## config.mk

```make
export PLATFORM = sky130hd
export DESIGN_NAME = sie_cell
export DESIGN_NICKNAME = d
export VERILOG_FILES = /design/src/design/sie_pkg.sv /design/src/design/sie_cell.sv
export SDC_FILE = /design/constraint.sdc
export NUM_CORES = 1
export LEC_CHECK = 0
export ABC_AREA = 0
export BUFFER_PORTS_ARGS = -buffer_cell sky130_fd_sc_hd__buf_4
export CORE_AREA = 8 8 104 106
export DETAILED_ROUTE_END_ITERATION = 7
export DIE_AREA = 0 0 112 114
export PLACE_DENSITY_LB_ADDON = 0.25
export SETUP_SLACK_MARGIN = 0.3
export SYNTH_ARGS = -nofsm -noshare
export SYNTH_HDL_FRONTEND = slang
export SYNTH_SLANG_ARGS = --single-unit
```

## constraint.sdc

```tcl
create_clock -name clock -period 3.1 [get_ports clock]
set_input_delay 0.31 -clock clock [delete_from_list [all_inputs] [get_ports clock]]
set_output_delay 0.31 -clock clock [all_outputs]
set_load 0.03 [all_outputs]
```

## src/design/sie_pkg.sv

```systemverilog
package sie_pkg;

   localparam int SET_CAPACITY = 64;
   localparam int IDX_W = (SET_CAPACITY > 1) ? $clog2(SET_CAPACITY) : 1;
   localparam int DATA_W = 32;

   localparam logic [1:0] FUNC_CLEAR = 2'd0;
   localparam logic [1:0] FUNC_LOAD  = 2'd1;
   localparam logic [1:0] FUNC_PROBE = 2'd2;

   localparam logic STATUS_FOUND   = 1'b0;
   localparam logic STATUS_DROPPED = 1'b1;

   // request travelling along the row of cells
   typedef struct packed {
      logic              active;
      logic              probe;
      logic [DATA_W-1:0] value;
      logic              dup;
      logic              hit;
      logic              free_found;
      logic [IDX_W-1:0]  free_idx;
   } tok_type;

   // broadcast to every cell
   typedef struct packed {
      logic              clear;
      logic              ins;
      logic [IDX_W-1:0]  idx;
      logic [DATA_W-1:0] value;
   } cmd_type;

endpackage

```

## src/design/sie_cell.sv

```systemverilog
module sie_cell (
   input  logic                     clock,
   input  logic                     reset,
   input  logic [sie_pkg::IDX_W-1:0] cell_idx,
   input  sie_pkg::tok_type         tok_i,
   input  sie_pkg::cmd_type         cmd_i,
   output sie_pkg::tok_type         tok_o
);
   import sie_pkg::*;

   logic              valid_ff;
   logic              valid_in;
   logic [DATA_W-1:0] value_ff;
   logic [DATA_W-1:0] value_in;
   tok_type           tok_ff;
   tok_type           tok_in;
   logic              match;

   assign match = tok_i.active && valid_ff && (value_ff == tok_i.value);

   always_comb begin
      tok_in   = tok_i;
      valid_in = valid_ff;
      value_in = value_ff;
      if (tok_i.active) begin
         if (tok_i.probe) begin
            // stored values are distinct, so at most one cell hits
            if (match) begin
               tok_in.hit = 1'b1;
               valid_in   = 1'b0;
            end
         end else begin
            if (match) begin
               tok_in.dup = 1'b1;
            end
            if (!valid_ff && !tok_i.free_found) begin
               tok_in.free_found = 1'b1;
               tok_in.free_idx   = cell_idx;
            end
         end
      end
      if (cmd_i.clear) begin
         valid_in = 1'b0;
      end else if (cmd_i.ins && (cmd_i.idx == cell_idx)) begin
         valid_in = 1'b1;
         value_in = cmd_i.value;
      end
   end

   always_ff @(posedge clock) begin
      if (reset) begin
         valid_ff <= 1'b0;
         tok_ff   <= '0;
      end else begin
         valid_ff <= valid_in;
         tok_ff   <= tok_in;
      end
   end

   always_ff @(posedge clock) begin
      value_ff <= value_in;
   end

   assign tok_o = tok_ff;

endmodule
```

## Word level (Yosys, flattened, before mapping)

Index checks and enable logic that the tools add are counted.

| operators by class | value |
|---|---|
| reduce and logical (&&, ||, !) cells | 12 |
| equal/unequal tests | 2 |
| bitwise logic cells | 1 |
| muxes and demuxes | 11 |

Operators by type and width:

| operator | count |
|---|---|
| equality test 32 bit | 1 |
| 2-to-1 mux 7 bit | 2 |
| 2-to-1 mux 9 bit | 1 |
| 2-to-1 mux 1 bit | 8 |
| equality test 6 bit | 1 |
| nonzero test 2 bit | 3 |
| logical AND 1 bit | 4 |
| AND reduction 3 bit | 1 |
| zero test 1 bit | 2 |
| AND reduction 2 bit | 1 |
| OR reduction 2 bit | 1 |
| inverter 1 bit | 1 |

| word-level totals | value |
|---|---|
| bits of input ports | 91 |
| output and inout port bits | 43 |
| flip-flop bits (word level) | 76 |
| word-level logic and storage cells | 35 |

## Depth between registers and ports, before layout

Gate-level depths: netlist of run 1.

| depth | value |
|---|---|
| depth in word-level cells | 6 |
| depth in mapped cells | 5 |
| gate-level depth less buffers | 5 |

## Worst setup path before layout of run 1

Ideal clock, no wire load.

| timing | value |
|---|---|
| path type | input port to flip-flop |
| start | input port cell_idx[1] (netlist name) |
| end | register value_ff[0] (enable) |
| library setup time | 0.421 ns |
| data required time | 2.679 ns |
| setup slack | 0.297 ns |
| arrival time | 2.382 ns |
| path buffers | 0 |
| cell stages on the path | 3 |
| cell sequence | xor2_1 or4_1 nor2_1 |

| between the ends | value |
|---|---|
| longest elaborated chain between the ends | 3 |

Ends and longest elaborated chain:

| what | line | RTL |
|---|---|---|
| from (decl) | sie_cell.sv:4 | `input logic [sie_pkg::IDX_W-1:0] cell_idx,` |
| equality test 6 bit | sie_cell.sv:44 | `end else if (cmd_i.ins && (cmd_i.idx == cell_idx)) begin` |
| logical AND 1 bit | sie_cell.sv:44 |  |
| AND reduction 2 bit (no source line) | n/a |  |
| to (signal assigned) | sie_cell.sv:61 | `value_ff <= value_in;` |
| to (decl) | sie_cell.sv:13 | `logic [DATA_W-1:0] value_ff;` |

No other way between the ends.
A chain may end at the register's enable or synchronous reset.

## Worst setup path after layout of run 1

| timing | value |
|---|---|
| start | register value_ff[18] |
| end | register valid_ff |

| between the ends | value |
|---|---|
| longest elaborated chain between the ends | 4 |

Ends and longest elaborated chain:

| what | line | RTL |
|---|---|---|
| equality test 32 bit | sie_cell.sv:19 | `assign match = tok_i.active && valid_ff && (value_ff == tok_i.value);` |
| logical AND 1 bit | sie_cell.sv:19 |  |
| nonzero test 2 bit (no source line) | n/a |  |
| AND reduction 3 bit (no source line) | n/a |  |
| to (signal assigned) | sie_cell.sv:55 | `valid_ff <= valid_in;` |
| to (decl) | sie_cell.sv:11 | `logic valid_ff;` |

No other way between the ends.

==> results.yml, run 1 <==
outcome:
  outcome: "finished, final reports clean"
global_route:
  antenna_found_initial: 0
  grt_max_degree: 47
  grt_pass1_vias: 2038
  grt-ovfl-total: 0
  grt_pass1_wl_um: 10500
  track_usage: 0.109
die:
  rows: 35
  die_w_um: 112
  core-area_um2: 9110
  ios: 134
  initial_core_util: 0.294
  dieArea_um2: 12800
  fp.dieH_um: 114
critical_path:
  slowest_stage: "or4_4"
  crit_fanout: 3
  worstPathRequired_ps: 3330
  cp_top_family: "simple AND/OR/NAND/NOR gates"
  worst_ep_arrival_time_ps: 2310
  path_buf_inv: 0
  path_class: "register to register"
  worstPathCellList: "xor2_1, nor4_1, nand4_1, or4_4, o21a_1"
  cpPeakStageDelay_ps: 600
  cp-start-kind: "register"
  critPathCaptureType: "register"
yosys:
  synth-warning-count: 0
  synth_top_area_frac: 0.359
  synthTopCellsByArea: "edfxtp_1 (36%), dfxtp_1 (33%), xor2_1 (9.8%), nor2b_1 (7.7%), xnor2_1 (2.6%)"
  synthCells: 193
  ys_seq_elements: 76
  synth_nets: 284
  synth_cell_type_count: 24
  synth_area_um2: 2680
  ys_seq_area_frac: 0.688
  synth_area_per_cell_um2: 13.9
  synth_top_cell_by_area: "edfxtp_1"
placement:
  io_buffers: 133
  dp.cells: 433
  gp_congestion: 0.657
  hpwlAfterDp_um: 5280
  placed_area_um2: 3810
clock_network:
  htree_levels: 3
  cts_hold_buf: 0
  cts_tree: "built"
  clk_pin_slew_worst_paths_ps: 90
  cts-root-buf: "clkbuf_8"
  clk_latency_ps: 350
  post-cts-setup-buffer-count: 0
  clock_sinks: 76
  cts_resized: 0
  cts_buffers: 9
  cts.path.max_buffers: 2
pwr:
  cellLeakagePower_nw: 1.72
  p_per_area_nw_per_um2: 543
  vdd_ir_drop_max_uv: 191
  power.total_mw: 2.20
final_layout:
  synthToLayoutAreaGrowth_pct: 51.0
  post-route-cell-area_um2: 4040
  register_area_um2: 1840
  layout.nets: 424
  multi_input_area_um2: 812
  drive_gt1_frac: 0.453
  stdcell_count: 449
  diodes: 0
  fillers: 900
routing:
  route.detailed.drc: 0
  firstDrtPassIters: 3
  vias_per_cell: 4.13
  wl_per_cell_um: 15.1
  drtIter0Drc: 47
  drtAntennaViolNets: 0
  via_count: 1854
  routed_wl_um: 6790
sta:
  skew_ps: 19.2
  min_period_ps: 2080
  worstMarginPinSlew_ps: 962
  report.final.setup_viol: 0
  hold_viol: 0
  period_share: 0.671
  fmax_mhz: 481
  drv_slew: 0
  rsz0062_at_grt: "false"
  tns_ps: 0
  slew_headroom: 0.357
min_path:
  min_path_type: "input port to register"
flow_run:
  drv_cap: 0
==> metal layers <==
metal | global-route usage | part of all wire | up-vias | routed length (µm)
met2 | 0.186 | 0.52 | 70 | 3530
met4 | 0.0594 | 0.014 | 0 | 98
met3 | 0.0534 | 0.084 | 6 | 567
met5 | 0 | 0 | - | 0
li1 | - | - | 931 | -
met1 | 0.108 | 0.38 | 847 | 2590
==> per-stage QoR <==
step           setup slack, ps  hold WS, ps  utilization
4_1_cts                    975          108        0.444
5_1_grt                    887         92.7        0.444
6_report                  1020          130        0.444
3_5_place_dp               944          490        0.418
3_3_place_gp               957          488        0.418
2_1_floorplan              814          409            -
==> sequential cells by signal (all words and copies together), names as in the netlist <==
| signal | count |
|---|---|
| tok_o | 43 |
| valid_ff | 1 |
| value_ff | 32 |
==> placed cells by master, fill, tap and decap left out, types with 3 or more instances in the layout <==
master    instances
nor2_1            8
mux2i_1           6
nand4_1           3
dfxtp_1          44
xnor2_1           8
nor4_1            6
clkbuf_8          9
buf_4           134
edfxtp_1         32
inv_1             3
xor2_1           30
nor2b_1          33
==> where the power goes <==
group / total (mW) / switching [mW] / internal [mW]
clock: 0.835 / 0.363 / 0.472
sequential: 1.08 / 0.00934 / 1.07
combinational: 0.277 / 0.134 / 0.143
total: 2.20 / 0.506 / 1.69
==> cell usage after synthesis <==
cell type   n
nand3_1     2
inv_1       3
clkbuf_1    5
or4_1       1
nand3b_1    1
edfxtp_1   32
nor2_1      9
dfxtp_1    44
nand4_1     3
nor3_1      1
nor2b_1    33
a31oi_1     1
a211oi_1    1
o31ai_4     1
nand2b_1    1
nor4_1      6
or4_4       1
xor2_1     30
mux2i_1     6
o21a_1      1
o22ai_1     1
xnor2_1     8
nor4b_2     1
nand2_1     1
==> area by class of cell <==
| cell class | count | area share |
|---|---|---|
| multi-input combinational | 109 | 0.201 |
| clock inverter | 4 | 0.0130 |
| sequential | 76 | 0.456 |
| clock buffer | 12 | 0.0440 |
| timing repair buffer | 134 | 0.249 |
| inverter | 3 | 0.00279 |
| tap | 111 | 0.0344 |
==> kinds of logic after synthesis <==
family                 share of synthesized area
AO/OA/AOI/OAI                             0.0182
XOR/XNOR                                   0.124
buffers and inverters                     0.0112
flip-flops                                 0.688
multiplexers                              0.0224
AND/OR/NAND/NOR                            0.136
==> worst reg2reg max path, stage by stage (launching register included) <==
cell      delay (ps)
edfxtp_1         390
xor2_1           150
nor4_1           450
nand4_1          190
or4_4            600
o21a_1           180
==> final timing paths <==
path	start	endpoint	slack (ps)	cells past startpoint
setup / recovery	value_ff[18]$_DFFE_PP_	valid_ff$_SDFFE_PP0P_	1020	5
hold / removal	cmd_i[16]	value_ff[16]$_DFFE_PP_	130	1
setup reg to reg	value_ff[18]$_DFFE_PP_	valid_ff$_SDFFE_PP0P_	1020	5
hold reg to reg	valid_ff$_SDFFE_PP0P_	tok_o[6]$_SDFF_PP0_	580	3
(Power assumes the default switching activity.)
==> inputs of run 2 (changes only) <==
--- a/config.mk
+++ b/config.mk
@@ -5,11 +5,11 @@
 export SDC_FILE = /design/constraint.sdc
 export NUM_CORES = 1
 export LEC_CHECK = 0
-export ABC_AREA = 0
+export ABC_AREA = 1
 export BUFFER_PORTS_ARGS = -buffer_cell sky130_fd_sc_hd__buf_4
-export CORE_AREA = 8 8 104 106
+export CORE_AREA = 8 8 107 109
 export DETAILED_ROUTE_END_ITERATION = 7
-export DIE_AREA = 0 0 112 114
+export DIE_AREA = 0 0 115 117
 export PLACE_DENSITY_LB_ADDON = 0.25
 export SETUP_SLACK_MARGIN = 0.3
 export SYNTH_ARGS = -nofsm -noshare
==> constraint.sdc (replaced) <==
create_clock -name clock -period 2 [get_ports clock]
set_input_delay 0.2 -clock clock [delete_from_list [all_inputs] [get_ports clock]]
set_output_delay 0.2 -clock clock [all_outputs]
set_load 0.03 [all_outputs]
==> run 2 against run 1 <==
  * Via count is 27% higher
  * Final cell count grew 34%
  * Global-route usage is 0.34 points higher
  * Sequential share of layout area down 2.5 points
  * Area after synthesis increased by 6.7%
  * Register-to-register slack got worse by 430 ps
  * Setup slack got worse by 430 ps
  * Critical path depth rose by 3
  * Utilization down 1.2 points
  * Clock power rose by 62%
  * Synthesized cell count grew 65%
  * Largest cell class unchanged
  * Largest power group unchanged
==> results.yml, run 2 <==
die:
  rows: 37
  ios: 134
  dieArea_um2: 13500
  die_w_um: 115
  fp.dieH_um: 117
  initial_core_util: 0.288
  core-area_um2: 9910
pwr:
  cellLeakagePower_nw: 2.14
  vdd_ir_drop_max_uv: 411
  power_frac_seq: 0.484
  switching_power_mw: 0.788
  p_per_area_nw_per_um2: 813
  clock_power_share: 0.389
  power.internal_mw: 2.69
  power_frac_comb: 0.127
  switching_share: 0.227
routing:
  wl_per_cell_um: 12.5
  drtIter0Drc: 61
  route.detailed.drc: 0
  routed_wl_um: 7490
  vias_per_cell: 3.91
  drtAntennaViolNets: 0
  via_count: 2351
  firstDrtPassIters: 4
clock_network:
  cts_hold_buf: 0
  cts_resized: 0
  cts_buffers: 9
  cts-root-buf: "clkbuf_8"
  clk_latency_ps: 340
  clk_pin_slew_worst_paths_ps: 80
  clock_sinks: 76
  cts_tree: "built"
  htree_levels: 3
  post-cts-setup-buffer-count: 0
  cts.path.max_buffers: 2
final_layout:
  final_cell_mix: "buf_4 (133), nand2_1 (73), nor2_1 (67)"
  register_area_um2: 1840
  fillers: 1012
  multi_input_area_um2: 778
  stdcell_count: 601
  largest_reg_flops: 43
  synthToLayoutAreaGrowth_pct: 49.6
  layout.nets: 551
  layout_commonest_cell: "buf_4"
  post-route-cell-area_um2: 4270
  drive_gt1_frac: 0.327
  diodes: 0
yosys:
  synthTopCellsByArea: "edfxtp_1 (34%), dfxtp_1 (31%), nand2_1 (9.6%), nor2_1 (8.9%), inv_1 (8.0%)"
  synth_fa_ha_area_frac: 0
  yosys.area_share.simple: 0.204
  synth_area_um2: 2860
  synthMuxAreaShare: 0
  ys_seq_elements: 76
  async_flop_share: 0
  synthXorXnorAreaFrac: 0.0368
  ys_seq_area_frac: 0.645
  synth-edff-count: 32
  yosysMostFrequentCell: "nand2_1"
  synth_area_per_cell_um2: 8.95
  synth_top_area_frac: 0.336
  synth_top_family_by_area: "simple AND/OR/NAND/NOR gates"
  synth_cell_type_count: 16
  synth_top_cell_by_area: "edfxtp_1"
  synth-warning-count: 0
  synth_ff_type: "dfxtp_1"
  netlist_top_cells_count: "nand2_1 (73), nor2_1 (68), inv_1 (61)"
  synth-compound-area-share: 0.0289
  synth_nets: 410
  synthCells: 319
global_route:
  antenna_found_initial: 0
  grt_pass1_vias: 2536
  grt_pass1_wl_um: 11500
  track_usage: 0.112
  grt_max_degree: 39
  grt-ovfl-total: 0
critical_path:
  worstPathRequired_ps: 2230
  critPathCaptureType: "register"
  rrSetupSlack_ps: 590
  worst_ep_arrival_time_ps: 1640
  crit_fanout: 2
  path_class: "register to register"
  cp-start-kind: "register"
sta:
  hold_viol: 0
  rsz0062_at_grt: "false"
  worstMarginPinSlew_ps: 431
  min_period_ps: 1410
  fmax_mhz: 710
  report.final.setup_viol: 0
  tns_ps: 0
  slew_headroom: 0.713
  period_share: 0.705
  drv_slew: 0
  skew_ps: 5.93
min_path:
  min_path_type: "input port to register"
placement:
  gp_congestion: 0.808
  hpwlAfterDp_um: 5950
  placed_area_um2: 4040
  dp.cells: 585
  io_buffers: 133
outcome:
  outcome: "finished, final reports clean"
flow_run:
  drv_cap: 0
[run 2: kinds of logic after synthesis]
kind of cell    after synthesis
xor+xnor                     12
simple gates                151
flops                        76
buf+inv                      65
compound gates               15
[run 2: stage by stage]
stage          hold WS, ps  setup slack, ps  power [mW]  utilization
2_1_floorplan          283              336        1.91            -
3_3_place_gp           379              352        2.16        0.408
3_5_place_dp           379              345        2.17        0.408
4_1_cts               4.72              560        3.54        0.431
5_1_grt               3.58              421        3.63        0.431
6_report              30.7              591        3.47        0.431
[run 2: worst paths after layout]
kind                            cells after the start                  start                     to
worst max-delay path                                8  value_ff[7]$_DFFE_PP_  valid_ff$_SDFFE_PP0P_
worst min-delay path                                1               cmd_i[6]  value_ff[6]$_DFFE_PP_
worst max register to register                      8  value_ff[7]$_DFFE_PP_  valid_ff$_SDFFE_PP0P_
worst min register to register                      2  valid_ff$_SDFFE_PP0P_  valid_ff$_SDFFE_PP0P_
[run 2: cell type report]
type | instances | area share
clock inverters | 4 | 0.0161
well taps | 136 | 0.0398
multi-input cells | 178 | 0.182
flip-flops and latches | 76 | 0.431
clock buffers | 12 | 0.0389
inverters | 61 | 0.0536
repair buffers | 134 | 0.238
[run 2: critical path, cell delays in order (launching register included)]
cell and delay (ps):
edfxtp_1 400, nand2_1 80, o21ai_0 80, nor2_1 180
nand3_1 100, nor2_1 190, nand3_1 140, nand2_1 80
a21oi_1 50
[run 2: per-layer routing]
| layer | track usage | vias to the layer above | wire, µm |
|---|---|---|---|
| met1 | 0.110 | 1023 | 2920 |
| met3 | 0.0441 | 12 | 615 |
| met2 | 0.202 | 80 | 3800 |
| met4 | 0.0578 | 0 | 150 |
| met5 | 0 | - | 0 |
| li1 | - | 1236 | - |
[run 2: power by group through the flow]
| stage | Sequential (mW) | Clock, mW | Combinational, mW |
|---|---|---|---|
| final | 1.68 | 1.35 | 0.441 |
| after global routing | 1.68 | 1.46 | 0.481 |
| after CTS | 1.68 | 1.41 | 0.451 |
| after detailed placement | 1.72 | 0 | 0.450 |
| after global placement | 1.71 | 0 | 0.445 |
| after floorplan | 1.81 | 0 | 0.0991 |
==> inputs of run 3 (changes only) <==
==> constraint.sdc (replaced) <==
create_clock -name clock -period 1.31 [get_ports clock]
set_input_delay 0.131 -clock clock [delete_from_list [all_inputs] [get_ports clock]]
set_output_delay 0.131 -clock clock [all_outputs]
set_load 0.03 [all_outputs]
==> run 3 against run 2 <==
  * The flow now finishes with violations (setup timing)
  * Clock power increased by 21%
  * Utilization increased by 8.3 points
  * Combinational power up 95%
  * Final cell count rose by 11%
  * Sequential share of layout area fell by 6.9 points
  * First-iteration DRC count grew 62%
  * Critical endpoint is now value_ff[24]$_DFFE_PP_
  * Largest power group unchanged
==> results.yml, run 3 (synthesis results as in run 2) <==
pwr:
  cellLeakagePower_nw: 2.45
  switching_power_mw: 1.27
  p_per_area_nw_per_um2: 993
  power.internal_mw: 3.79
  power_frac_comb: 0.170
  switching_share: 0.251
  power_frac_seq: 0.508
  power.total_mw: 5.06
  vdd_ir_drop_max_uv: 462
  clock_power_share: 0.322
critical_path:
  critPathCaptureType: "register"
  path_class: "input port to register"
  cp-start-kind: "input port"
  worst_ep_arrival_time_ps: 1420
  crit_fanout: 5
  worstPathRequired_ps: 1380
clock_network:
  htree_levels: 3
  cts_tree: "built"
  cts_buffers: 9
  cts-root-buf: "clkbuf_8"
  clk_latency_ps: 350
  clock_sinks: 76
  clk_pin_slew_worst_paths_ps: 80
  cts.path.max_buffers: 2
final_layout:
  layout.nets: 620
  diodes: 0
  fillers: 949
  final_cell_mix: "buf_4 (124), nand2_1 (71), nor2_1 (63)"
  largest_reg_flops: 43
  synthToLayoutAreaGrowth_pct: 78.4
  drive_gt1_frac: 0.339
  layout_commonest_cell: "buf_4"
  stdcell_count: 670
routing:
  vias_per_cell: 3.93
  wl_per_cell_um: 12.5
  drtAntennaViolNets: 0
  route.detailed.drc: 0
  firstDrtPassIters: 4
  via_count: 2632
  drtIter0Drc: 99
  routed_wl_um: 8370
die:
  core-area_um2: 9910
  die_w_um: 115
  fp.dieH_um: 117
  initial_core_util: 0.288
  dieArea_um2: 13500
  rows: 37
  ios: 134
sta:
  skew_ps: 7.51
  hold_viol: 0
  finalWorstSetupSlack_ps: -44.4
  fmax_mhz: 738
  worstMarginPinSlew_ps: 291
  min_period_ps: 1350
  slew_headroom: 0.806
  rsz0062_at_grt: "true"
  report.final.setup_viol: 6
  drv_slew: 0
  period_share: 1.03
  tns_ps: -230
global_route:
  grt_pass1_vias: 2826
  grt_max_degree: 27
  grt_pass1_wl_um: 13000
  track_usage: 0.128
  antenna_found_initial: 0
  grt-ovfl-total: 0
placement:
  io_buffers: 133
  dp_slack_ps: -393
  hpwlAfterDp_um: 6100
  dp.cells: 590
  gp_congestion: 0.768
flow_run:
  drv_cap: 0
outcome:
  outcome: "complete, but fails checks"
  violations: "setup timing"
min_path:
  min_path_type: "input port to register"
## run 3: changes by cell type in the layout (fill, tap and decap cells not counted), sizes merged
cell	change
bufinv	-2
dlygate4sd3	+56
buf	+13
clkinvlp	+2
## run 3: area by class of cell
| class | count | area [µm²] | share of cell area |
|---|---|---|---|
| repair buffers | 203 | 1830 | 0.358 |
| clock inverters | 4 | 23.8 | 0.00466 |
| inverters | 61 | 229 | 0.0449 |
| multi-input cells | 178 | 847 | 0.166 |
| flip-flops and latches | 76 | 1850 | 0.362 |
| clock buffers | 12 | 155 | 0.0304 |
| well taps | 136 | 170 | 0.0334 |
## run 3: per-layer routing
layer	track usage	part of all wire	wire length, µm	vias up
li1	-	-	-	1382
met1	0.140	0.40	3380	1164
met2	0.218	0.51	4270	76
met3	0.0436	0.067	558	10
met4	0.0630	0.021	174	0
met5	0	0	0	-
## run 3: worst paths after layout
check,end,start,cells after the start,slack (ps)
hold reg to reg,valid_ff$_SDFFE_PP0P_,valid_ff$_SDFFE_PP0P_,3,600
hold / removal,tok_o[2]$_SDFF_PP0_,cell_idx[2],3,20
setup / recovery,value_ff[24]$_DFFE_PP_,cmd_i[32],8,-40
setup reg to reg,valid_ff$_SDFFE_PP0P_,value_ff[18]$_DFFE_PP_,10,-20
## run 3: repair_timing
| action | CTS | global route |
|---|---|---|
| buffers inserted | 5 | 0 |
| endpoints found under the hold margin | 56 | 0 |
| pin swaps | 3 | 10 |
| cloned | 3 | 0 |
| endpoints found under the setup margin | 42 | 50 |
| gates resized for setup | 18 | 22 |
| hold buffers | 56 | 0 |
## run 3: power groups by stage
stage / clock (mW) / combinational, mW / sequential [mW]
detailed placement: 0 / 0.691 / 2.62
finish: 1.63 / 0.861 / 2.57
global placement: 0 / 0.684 / 2.62
floorplan: 0 / 0.151 / 2.77
global route: 1.78 / 0.934 / 2.58
CTS: 1.70 / 0.842 / 2.57
## run 3: worst max-delay path: stages
cell and delay (ps):
buf_6 100, xor2_2 170, nor4_4 320, nand3_2 160, nor2_4 180, buf_6 150, buf_12 100, buf_16 100
## run 3: through the flow
| stage | cell area [µm²] | hold slack [ps] | util |
|---|---|---|---|
| after floorplan | 2870 | 214 | - |
| after global placement | 4090 | 310 | 0.413 |
| after detailed placement | 4090 | 311 | 0.413 |
| after CTS | 5010 | 0.904 | 0.506 |
| after global routing | 5100 | -1.36 | 0.514 |
| final | 5100 | 16.1 | 0.514 |
